<file path="config.mk">
export PLATFORM = sky130hd
export DESIGN_NAME = integer_to_ascii_formatter
export DESIGN_NICKNAME = d
export VERILOG_FILES = /design/src/design/itaf_pkg.sv /design/src/design/integer_to_ascii_formatter.sv /design/src/design/itaf_digits.sv /design/src/design/itaf_emit.sv
export SDC_FILE = /design/constraint.sdc
export NUM_CORES = 1
export LEC_CHECK = 0
export ABC_AREA = 1
export BUFFER_PORTS_ARGS = -buffer_cell sky130_fd_sc_hd__buf_4
export CAP_MARGIN = 25
export CORE_MARGIN = 2
export CORE_UTILIZATION = 35
export CTS_CLUSTER_SIZE = 24
export DETAILED_ROUTE_END_ITERATION = 7
export PLACE_DENSITY = 0.5
export SLEW_MARGIN = 20
export SYNTH_ARGS = -nofsm -noshare
export SYNTH_HDL_FRONTEND = slang
export SYNTH_HIERARCHICAL = 1
export SYNTH_SLANG_ARGS = --single-unit
</file>
<file path="constraint.sdc">
create_clock -name clk -period 19.7 [get_ports clk]
set_input_delay 3.94 -clock clk [delete_from_list [all_inputs] [get_ports clk]]
set_output_delay 3.94 -clock clk [all_outputs]
set_load 0.03 [all_outputs]
</file>
<file path="src/design/itaf_pkg.sv">
`timescale 1ns / 1ps
// ----------------------------------------------------------------------------
// itaf_pkg
// Shared types and constants for the integer-to-ASCII formatter.
// ----------------------------------------------------------------------------
package itaf_pkg;

  localparam int VAL_W         = 64;
  localparam int DIG_W         = 4;
  localparam int NUM_DIGITS    = 20;
  localparam int BCD_W         = NUM_DIGITS * DIG_W;
  localparam int BIT_CNT_W     = $clog2(VAL_W);
  localparam int ND_W          = $clog2(NUM_DIGITS + 1);
  localparam int FIELD_W       = 6;
  localparam int CNT_W         = 7;
  localparam int CHAR_W        = 8;
  localparam int MAX_FIELD_DEF = 62;

  typedef logic [CHAR_W-1:0] char_t;

  localparam char_t CH_NUL     = 8'h00;
  localparam char_t CH_SPACE   = 8'h20;
  localparam char_t CH_PLUS    = 8'h2B;
  localparam char_t CH_MINUS   = 8'h2D;
  localparam char_t CH_ZERO    = 8'h30;
  localparam char_t CH_UPPER_A = 8'h41;
  localparam char_t CH_LOWER_A = 8'h61;

  typedef enum logic [1:0] {
    KIND_SDEC = 2'd0,
    KIND_UDEC = 2'd1,
    KIND_HEXL = 2'd2,
    KIND_HEXU = 2'd3
  } kind_t;

  typedef enum logic [1:0] {
    LEN_32 = 2'd0,
    LEN_16 = 2'd1,
    LEN_64 = 2'd2
  } len_t;

  typedef enum logic [2:0] {
    ST_IDLE,
    ST_CONV,
    ST_NORM,
    ST_SIZE,
    ST_EMIT
  } state_t;

  typedef struct packed {
    logic load;
    logic hex;
    logic step;
    logic shift;
  } dig_ctrl_t;

  typedef struct packed {
    logic               sign_en;
    char_t              sign_char;
    logic               pad_left;
    char_t              pad_char;
    logic [FIELD_W-1:0] pad;
    logic [FIELD_W-1:0] zeros;
    logic [ND_W-1:0]    nd;
    logic [CNT_W-1:0]   total;
    logic [CNT_W-1:0]   room;
    logic               upper;
  } emit_job_t;

endpackage

</file>
<file path="src/design/integer_to_ascii_formatter.sv">
`timescale 1ns / 1ps
// ----------------------------------------------------------------------------
// integer_to_ascii_formatter
// One printf-style integer conversion per input transfer, decimal or hex,
// emitted as ASCII characters one per output transfer.
//
// Input channel in_*: one conversion request per transfer (value, kind,
// length, flags, width, precision, room left). Output channel out_*: one
// character per transfer, tlast on the final one, tuser marks overflow (no
// character, always last). A conversion that formats to nothing gives no
// output transfer.
// Decimal requests run bit-serial BCD conversion in the digit shift
// register, then drop up to 20 leading digits (19 for decimal) and pass
// a sizing state; hex skips the conversion. Characters then leave at one
// per cycle while out_tready allows, up to 63; the next request is taken
// once the last character sits in the output register.
// Reset empties the output register and returns to idle. A stall on out_*
// holds the current character and pauses the sequencer.
// ----------------------------------------------------------------------------
module integer_to_ascii_formatter #(
  parameter int MAX_FIELD = itaf_pkg::MAX_FIELD_DEF
) (
  input  logic        clk,
  input  logic        rst_n,
  input  logic        in_tvalid,
  output logic        in_tready,
  // value[63:0], flag_minus[64], flag_plus[65], flag_space[66], flag_zero[67],
  // pad_width[73:68], digit_precision[80:74], space_left[87:81]
  input  logic [87:0] in_tdata,
  // req_type[1:0], value_length[3:2]
  input  logic [3:0]  in_tuser,
  output logic        out_tvalid,
  input  logic        out_tready,
  // out_char[7:0]
  output logic [7:0]  out_tdata,
  output logic        out_tlast,
  // overflow[0]
  output logic        out_tuser
);
  import itaf_pkg::*;

  state_t state_r, state_nxt;

  logic [VAL_W-1:0]   value_in;
  logic [VAL_W-1:0]   fit_in;
  logic [VAL_W-1:0]   mag_in;
  logic               signed_in;
  logic               hex_in;
  logic               neg_in;
  logic [6:0]         prec_raw;
  logic [FIELD_W-1:0] prec_in;
  logic [FIELD_W-1:0] width_raw;
  logic [FIELD_W-1:0] width_in;
  logic               accept;

  logic               hex_r;
  logic               upper_r;
  logic               sign_en_r;
  char_t              sign_char_r;
  logic               fminus_r;
  logic               fzero_r;
  logic [FIELD_W-1:0] width_r;
  logic               prec_def_r;
  logic [FIELD_W-1:0] prec_r;
  logic [CNT_W-1:0]   room_r;
  logic [BIT_CNT_W-1:0] bit_cnt_r, bit_cnt_nxt;
  logic [ND_W-1:0]    nd_r, nd_nxt;

  logic [DIG_W-1:0]   top_digit;
  logic               norm_go;
  logic [FIELD_W-1:0] nd_f;
  logic [FIELD_W-1:0] zeros;
  logic [FIELD_W-1:0] field;
  logic [FIELD_W-1:0] pad;
  logic [CNT_W-1:0]   total;

  dig_ctrl_t          dig_ctrl;
  emit_job_t          job;
  logic               emit_start;
  logic               dig_shift;
  logic               emit_done;

  assign value_in  = in_tdata[63:0];
  assign signed_in = (in_tuser[1:0] == KIND_SDEC);
  assign hex_in    = (in_tuser[1:0] == KIND_HEXL) || (in_tuser[1:0] == KIND_HEXU);
  assign accept    = in_tvalid && in_tready;

  always_comb begin
    unique case (in_tuser[3:2])
      LEN_32:  fit_in = {{32{signed_in & value_in[31]}}, value_in[31:0]};
      LEN_16:  fit_in = {{48{signed_in & value_in[15]}}, value_in[15:0]};
      default: fit_in = value_in;
    endcase
  end

  assign neg_in = signed_in && fit_in[VAL_W-1];
  assign mag_in = neg_in ? (VAL_W'(0) - fit_in) : fit_in;

  assign prec_raw  = in_tdata[80:74];
  assign prec_in   = (prec_raw[5:0] > FIELD_W'(MAX_FIELD)) ? FIELD_W'(MAX_FIELD)
                                                          : prec_raw[5:0];
  assign width_raw = in_tdata[73:68];
  assign width_in  = (width_raw > FIELD_W'(MAX_FIELD)) ? FIELD_W'(MAX_FIELD) : width_raw;

  always_ff @(posedge clk) begin
    if (accept) begin
      hex_r      <= hex_in;
      upper_r    <= (in_tuser[1:0] == KIND_HEXU);
      sign_en_r  <= neg_in || in_tdata[65] || in_tdata[66];
      if (neg_in) begin
        sign_char_r <= CH_MINUS;
      end else if (in_tdata[65]) begin
        sign_char_r <= CH_PLUS;
      end else begin
        sign_char_r <= CH_SPACE;
      end
      fminus_r   <= in_tdata[64];
      fzero_r    <= in_tdata[67];
      width_r    <= width_in;
      prec_def_r <= prec_raw[6];
      prec_r     <= prec_in;
      room_r     <= in_tdata[87:81];
    end
  end

  assign norm_go = (hex_r && !prec_def_r) ? (FIELD_W'(nd_r) > prec_r)
                                          : ((nd_r > ND_W'(1)) && (top_digit == '0));

  assign nd_f  = FIELD_W'(nd_r);
  assign zeros = (!prec_def_r && (prec_r > nd_f)) ? (prec_r - nd_f) : '0;
  assign field = nd_f + zeros;
  assign pad   = (!hex_r && (width_r > field)) ? (width_r - field) : '0;
  assign total = CNT_W'(sign_en_r) + CNT_W'(pad) + CNT_W'(field);

  always_comb begin
    job.sign_en   = sign_en_r;
    job.sign_char = sign_char_r;
    job.pad_left  = !fminus_r;
    job.pad_char  = (fzero_r && !fminus_r) ? CH_ZERO : CH_SPACE;
    job.pad       = pad;
    job.zeros     = zeros;
    job.nd        = nd_r;
    job.total     = total;
    job.room      = room_r;
    job.upper     = upper_r;
  end

  always_comb begin
    state_nxt = state_r;
    unique case (state_r)
      ST_IDLE: begin
        if (in_tvalid) begin
          state_nxt = hex_in ? ST_NORM : ST_CONV;
        end
      end
      ST_CONV: begin
        if (bit_cnt_r == BIT_CNT_W'(VAL_W - 1)) begin
          state_nxt = ST_NORM;
        end
      end
      ST_NORM: begin
        if (!norm_go) begin
          state_nxt = ST_SIZE;
        end
      end
      ST_SIZE: begin
        state_nxt = (total == '0) ? ST_IDLE : ST_EMIT;
      end
      ST_EMIT: begin
        if (emit_done) begin
          state_nxt = ST_IDLE;
        end
      end
      default: state_nxt = ST_IDLE;
    endcase
  end

  always_comb begin
    in_tready      = (state_r == ST_IDLE);
    dig_ctrl.load  = accept;
    dig_ctrl.hex   = hex_in;
    dig_ctrl.step  = (state_r == ST_CONV);
    dig_ctrl.shift = ((state_r == ST_NORM) && norm_go) || dig_shift;
    emit_start     = (state_r == ST_SIZE) && (total != '0);
  end

  always_comb begin
    bit_cnt_nxt = bit_cnt_r;
    nd_nxt      = nd_r;
    if (accept) begin
      bit_cnt_nxt = '0;
      nd_nxt      = ND_W'(NUM_DIGITS);
    end else begin
      if (state_r == ST_CONV) begin
        bit_cnt_nxt = bit_cnt_r + BIT_CNT_W'(1);
      end
      if ((state_r == ST_NORM) && norm_go) begin
        nd_nxt = nd_r - ND_W'(1);
      end
    end
  end

  always_ff @(posedge clk) begin
    if (!rst_n) begin
      state_r <= ST_IDLE;
    end else begin
      state_r <= state_nxt;
    end
  end

  always_ff @(posedge clk) begin
    bit_cnt_r <= bit_cnt_nxt;
    nd_r      <= nd_nxt;
  end

  itaf_digits u_digits (
    .clk       (clk),
    .ctrl      (dig_ctrl),
    .mag       (mag_in),
    .top_digit (top_digit)
  );

  itaf_emit u_emit (
    .clk        (clk),
    .rst_n      (rst_n),
    .start      (emit_start),
    .job        (job),
    .dig_top    (top_digit),
    .dig_shift  (dig_shift),
    .done       (emit_done),
    .out_tvalid (out_tvalid),
    .out_tready (out_tready),
    .out_tdata  (out_tdata),
    .out_tlast  (out_tlast),
    .out_tuser  (out_tuser)
  );

endmodule

</file>
<file path="src/design/itaf_digits.sv">
`timescale 1ns / 1ps
// ----------------------------------------------------------------------------
// itaf_digits
// Digit shift register: bit-serial binary to BCD conversion (shift and add
// three), hex nibble load, and a digit-wide shift toward the top.
// ----------------------------------------------------------------------------
module itaf_digits (
  input  logic                      clk,
  input  itaf_pkg::dig_ctrl_t       ctrl,
  input  logic [itaf_pkg::VAL_W-1:0] mag,
  output logic [itaf_pkg::DIG_W-1:0] top_digit
);
  import itaf_pkg::*;

  logic [BCD_W-1:0] bcd_r, bcd_nxt;
  logic [VAL_W-1:0] mag_r, mag_nxt;
  logic [BCD_W-1:0] bcd_adj;

  always_comb begin
    for (int i = 0; i < NUM_DIGITS; i++) begin
      if (bcd_r[i*DIG_W +: DIG_W] >= DIG_W'(5)) begin
        bcd_adj[i*DIG_W +: DIG_W] = bcd_r[i*DIG_W +: DIG_W] + DIG_W'(3);
      end else begin
        bcd_adj[i*DIG_W +: DIG_W] = bcd_r[i*DIG_W +: DIG_W];
      end
    end
  end

  always_comb begin
    bcd_nxt = bcd_r;
    mag_nxt = mag_r;
    if (ctrl.load) begin
      mag_nxt = mag;
      if (ctrl.hex) begin
        bcd_nxt = {{(BCD_W-VAL_W){1'b0}}, mag};
      end else begin
        bcd_nxt = '0;
      end
    end else if (ctrl.step) begin
      bcd_nxt = {bcd_adj[BCD_W-2:0], mag_r[VAL_W-1]};
      mag_nxt = {mag_r[VAL_W-2:0], 1'b0};
    end else if (ctrl.shift) begin
      bcd_nxt = {bcd_r[BCD_W-DIG_W-1:0], {DIG_W{1'b0}}};
    end
  end

  always_ff @(posedge clk) begin
    bcd_r <= bcd_nxt;
    mag_r <= mag_nxt;
  end

  assign top_digit = bcd_r[BCD_W-1 -: DIG_W];

endmodule

</file>
<file path="src/design/itaf_emit.sv">
`timescale 1ns / 1ps
// ----------------------------------------------------------------------------
// itaf_emit
// Character sequencer and output stage: sign, left padding, leading zeros,
// digits and right padding, one character per transfer, with room check.
// ----------------------------------------------------------------------------
module itaf_emit (
  input  logic                       clk,
  input  logic                       rst_n,
  input  logic                       start,
  input  itaf_pkg::emit_job_t        job,
  input  logic [itaf_pkg::DIG_W-1:0] dig_top,
  output logic                       dig_shift,
  output logic                       done,
  output logic                       out_tvalid,
  input  logic                       out_tready,
  output logic [7:0]                 out_tdata,  // out_char[7:0]
  output logic                       out_tlast,
  output logic                       out_tuser   // overflow
);
  import itaf_pkg::*;

  function automatic char_t digit_char(input logic [DIG_W-1:0] d, input logic upper);
    char_t base;
    base = upper ? CH_UPPER_A : CH_LOWER_A;
    if (d < DIG_W'(10)) begin
      return CH_ZERO + CHAR_W'(d);
    end
    return base + CHAR_W'(d) - CHAR_W'(10);
  endfunction

  logic               busy_r, busy_nxt;
  logic               out_valid_r, out_valid_nxt;
  logic               sign_pend_r, sign_pend_nxt;
  char_t              sign_char_r, sign_char_nxt;
  logic               pad_left_r, pad_left_nxt;
  char_t              pad_char_r, pad_char_nxt;
  logic [FIELD_W-1:0] pad_r, pad_nxt;
  logic [FIELD_W-1:0] zeros_r, zeros_nxt;
  logic [ND_W-1:0]    nd_r, nd_nxt;
  logic [CNT_W-1:0]   total_r, total_nxt;
  logic [CNT_W-1:0]   room_r, room_nxt;
  logic [CNT_W-1:0]   k_r, k_nxt;
  logic               upper_r, upper_nxt;
  char_t              out_data_r, out_data_nxt;
  logic               out_last_r, out_last_nxt;
  logic               out_ovf_r, out_ovf_nxt;
  logic               fire;
  logic               is_last;

  assign fire    = busy_r && (!out_valid_r || out_tready);
  assign is_last = (k_r == total_r - CNT_W'(1));

  always_comb begin
    busy_nxt      = busy_r;
    out_valid_nxt = out_valid_r && !out_tready;
    sign_pend_nxt = sign_pend_r;
    sign_char_nxt = sign_char_r;
    pad_left_nxt  = pad_left_r;
    pad_char_nxt  = pad_char_r;
    pad_nxt       = pad_r;
    zeros_nxt     = zeros_r;
    nd_nxt        = nd_r;
    total_nxt     = total_r;
    room_nxt      = room_r;
    k_nxt         = k_r;
    upper_nxt     = upper_r;
    out_data_nxt  = out_data_r;
    out_last_nxt  = out_last_r;
    out_ovf_nxt   = out_ovf_r;
    dig_shift     = 1'b0;
    done          = 1'b0;

    if (start) begin
      busy_nxt      = 1'b1;
      k_nxt         = '0;
      sign_pend_nxt = job.sign_en;
      sign_char_nxt = job.sign_char;
      pad_left_nxt  = job.pad_left;
      pad_char_nxt  = job.pad_char;
      pad_nxt       = job.pad;
      zeros_nxt     = job.zeros;
      nd_nxt        = job.nd;
      total_nxt     = job.total;
      room_nxt      = job.room;
      upper_nxt     = job.upper;
    end

    if (fire) begin
      out_valid_nxt = 1'b1;
      k_nxt         = k_r + CNT_W'(1);
      if (k_r >= room_r) begin
        out_data_nxt = CH_NUL;
        out_last_nxt = 1'b1;
        out_ovf_nxt  = 1'b1;
        busy_nxt     = 1'b0;
        done         = 1'b1;
      end else begin
        out_ovf_nxt  = 1'b0;
        out_last_nxt = is_last;
        if (is_last) begin
          busy_nxt = 1'b0;
          done     = 1'b1;
        end
        if (sign_pend_r) begin
          out_data_nxt  = sign_char_r;
          sign_pend_nxt = 1'b0;
        end else if (pad_left_r && (pad_r != '0)) begin
          out_data_nxt = pad_char_r;
          pad_nxt      = pad_r - FIELD_W'(1);
        end else if (zeros_r != '0) begin
          out_data_nxt = CH_ZERO;
          zeros_nxt    = zeros_r - FIELD_W'(1);
        end else if (nd_r != '0) begin
          out_data_nxt = digit_char(dig_top, upper_r);
          nd_nxt       = nd_r - ND_W'(1);
          dig_shift    = 1'b1;
        end else begin
          out_data_nxt = CH_SPACE;
          pad_nxt      = pad_r - FIELD_W'(1);
        end
      end
    end
  end

  always_ff @(posedge clk) begin
    if (!rst_n) begin
      busy_r      <= 1'b0;
      out_valid_r <= 1'b0;
      sign_pend_r <= 1'b0;
    end else begin
      busy_r      <= busy_nxt;
      out_valid_r <= out_valid_nxt;
      sign_pend_r <= sign_pend_nxt;
    end
  end

  always_ff @(posedge clk) begin
    sign_char_r <= sign_char_nxt;
    pad_left_r  <= pad_left_nxt;
    pad_char_r  <= pad_char_nxt;
    pad_r       <= pad_nxt;
    zeros_r     <= zeros_nxt;
    nd_r        <= nd_nxt;
    total_r     <= total_nxt;
    room_r      <= room_nxt;
    k_r         <= k_nxt;
    upper_r     <= upper_nxt;
    out_data_r  <= out_data_nxt;
    out_last_r  <= out_last_nxt;
    out_ovf_r   <= out_ovf_nxt;
  end

  assign out_tvalid = out_valid_r;
  assign out_tdata  = out_data_r;
  assign out_tlast  = out_last_r;
  assign out_tuser  = out_ovf_r;

endmodule
</file>
==> results.json <==
{
  "clock_power_share_pct": 18.4,
  "coreArea_um2": 50270,
  "rsz0062_at_grt": "false",
  "netlist_area_um2": 17870,
  "via_count": 15660,
  "ys_types": 54,
  "post_cts_resized": 0,
  "slew_viol_final": 0,
  "first_global_vias": 15060,
  "yosysWarnings": 6,
  "cp.depth": 36,
  "chipWidth_um": 230.0,
  "p_leak_nw": 9.293,
  "grt_pass1_wl_um": 80650,
  "route.detailed.drc": 0,
  "cp-start-kind": "flop",
  "critical-path-top-delay-family": "adder cells",
  "ir_worst_vdd_mv": 0.07793,
  "initial_core_util_pct": 35.55,
  "routedWlPerCell_um": 16.04,
  "min_path_cells": 0,
  "holdCritPathClass": "reg2reg",
  "dieArea_um2": 52890,
  "route.antenna.remaining_nets": 0,
  "cts_hold_buf": 0,
  "slew-limit-headroom_pct": 39.02,
  "clkTransAtPathRegs_ns": 0.06,
  "switching_share_pct": 43.38,
  "fin_skew_ns": 0.03405,
  "cts_tree": "yes",
  "hold_viol": 0,
  "netlist_top_cells_count": "nand2_1, inv_1, edfxtp_1",
  "dp_hpwl_um": 37190,
  "outcome": "completed",
  "first_iter_violations": 1150,
  "fin_tns_setup_ns": 0,
  "synth_enable_flop_cells": 221,
  "max_freq_ghz": 0.1404,
  "critPathMostFrequentCell": "nand2_1",
  "power_density_nw_per_um2": 151.1,
  "setup_violations": 0,
  "drt_pass1_iterations": 7,
  "cts-buffers-inserted": 30,
  "ys_ff_latch": 255,
  "h-tree-depth": 1,
  "ff2ff_path_depth": 36,
  "drive_gt1_share_pct": 9.927,
  "ys.flop_type": "edfxtp_1",
  "cts_setup_buffers": 0,
  "cts.path.max_buffers": 3,
  "switching_power_mw": 1.320,
  "grt_max_degree": 68,
  "place_congestion": 0.8959,
  "root_buffer": "clkbuf_16",
  "p_comb_share_pct": 45.9,
  "cts_sinks": 255,
  "crit_buf_inv": 7,
  "rows": 82,
  "ios": 108,
  "syn_area_per_cell_um2": 7.557,
  "syn2layout_area_growth_pct": 12.66,
  "cp_slowest_cell": "buf_4",
  "die_y_um": 230.0,
  "rrSetupSlack_ns": 12.58,
  "worstSetupPathType": "reg2reg",
  "synth_most_common_cell": "nand2_1",
  "place_inst": 3085,
  "yosysSeqAreaShare_pct": 40.94,
  "synth_top_area_cell": "edfxtp_1",
  "drt-vias-per-instance": 4.986,
  "arrival_ns": 7.39,
  "grt-ovfl-total": 0,
  "synth.top_cell.area_share_pct": 37.13,
  "antenna_found_initial": 0,
  "slowest_delay_ns": 0.53,
  "worstPathRequired_ns": 19.96,
  "p_int_mw": 1.723,
  "fin_crit_ns": 7.123,
  "clock_latency_ns": 0.60,
  "synth_area_leaders": "edfxtp_1, nand2_1, inv_1",
  "cap_violations": 0,
  "diodes": 0,
  "async_flop_share_pct": 0,
  "wirelength_um": 50350,
  "power_frac_seq_pct": 35.6,
  "finalNetCount": 2625,
  "worst_slew_pin_slew_ns": 0.9147,
  "grtUsageTotal_pct": 18.83,
  "io_buffers": 107,
  "fin_crit_sh_pct": 36.16,
  "critPathMaxFanout": 49,
  "hold_ws_ns": 0.4183,
  "cp-end-kind": "flop",
  "syn_inst": 2365,
  "fin_cells": 3140
}
-- flip-flops by register name, indices dropped and copies added, names as in the netlist, 7 cells and up --
signal and count:
u_digits/bcd_r 80, u_digits/mag_r 64, u_emit/out_tdata 8, u_emit/pad_char_r 8, u_emit/sign_char_r 8, room_r 7, u_emit/k_r 7, u_emit/room_r 7
u_emit/total_r 7
-- metrics by stage --
step | utilization [%] | setup slack (ns) | total power [mW] | cell area, um2
detailed placement | 38.12 | 12.27 | 2.488 | 19170
CTS | 40.05 | 12.58 | 3.063 | 20140
global placement | 38.12 | 12.30 | 2.467 | 19170
floorplan | - | 11.03 | 2.123 | 17910
global route | 40.05 | 11.77 | 3.320 | 20140
finish | 40.05 | 12.58 | 3.043 | 20140
-- logic make-up (layout without fill, tap and decap cells) --
group / Yosys count / in the layout / synth area share [%]
other: 2 / 11 / 0.04202
adder cells (fa/ha/maj): 84 / 84 / 6.049
XOR/XNOR: 73 / 73 / 3.577
multiplexers: 2 / 2 / 0.1120
buffers and inverters: 399 / 493 / 9.437
AND/OR/NAND/NOR: 1276 / 1276 / 30.71
flip-flops: 255 / 255 / 40.94
AO/OA/AOI/OAI: 274 / 274 / 9.136
-- cells in the final DEF (no fill, tap or decap), types with 13 or more instances in the layout --
cell type | synthesis | routed
nor3_1 | 25 | 24
nand3_1 | 191 | 191
nand2_2 | 17 | 16
o21ai_1 | 21 | 21
inv_2 | 11 | 13
buf_4 | 12 | 117
clkbuf_16 | 0 | 30
o21ai_0 | 85 | 85
o22ai_1 | 31 | 31
xnor2_1 | 21 | 21
nor2_2 | 20 | 20
nor2_1 | 138 | 137
inv_1 | 309 | 307
xor2_1 | 52 | 52
o211ai_1 | 25 | 25
nand2_1 | 802 | 802
edfxtp_1 | 221 | 221
ha_1 | 80 | 80
a21oi_1 | 62 | 62
nand4_1 | 51 | 51
a31oi_1 | 16 | 16
dfxtp_1 | 34 | 34
-- layout make-up --
cell class | instances | area (um2)
well taps | 672 | 840.8
inverters | 321 | 1207
fillers | 5292 | 30140
repair buffers | 117 | 878.3
clock buffers | 35 | 769.5
multi-input cells | 1720 | 8922
clock inverters | 20 | 200.2
flip-flops and latches | 255 | 7317
-- power groups by stage --
| stage | Clock (mW) | Sequential, mW | Combinational, mW |
|---|---|---|---|
| final | 0.560 | 1.08 | 1.40 |
| after global routing | 0.597 | 1.12 | 1.61 |
| after CTS | 0.575 | 1.08 | 1.40 |
| after detailed placement | 0 | 1.09 | 1.40 |
| after global placement | 0 | 1.09 | 1.38 |
| after floorplan | 0 | 1.05 | 1.07 |
-- final timing paths --
kind | startpoint | to
max reg2reg | nd_r[0] | u_emit/k_r[1]
min | upper_r | u_emit/upper_r
max | nd_r[0] | u_emit/k_r[1]
min reg2reg | upper_r | u_emit/upper_r
-- metal layers --
layer | global-route usage [%] | vias to the layer above | routed length, um
li1 | - | 7891 | -
met1 | 26.59 | 7300 | 24130
met2 | 30.53 | 391 | 22800
met3 | 2.195 | 73 | 2302
met4 | 4.940 | 0 | 1115
met5 | 0 | - | 0
-- worst reg2reg max path: cells and delay by family, from the launching register on --
| kind | cells | cell delay [ns] |
|---|---|---|
| buffers and inverters | 7 | 1.31 |
| AO/OA/AOI/OAI | 7 | 1.28 |
| AND/OR/NAND/NOR | 15 | 1.77 |
| XOR/XNOR | 1 | 0.23 |
| flip-flops | 1 | 0.37 |
| adder cells (fa/ha/maj) | 6 | 1.84 |
(Power assumes the default switching activity.)
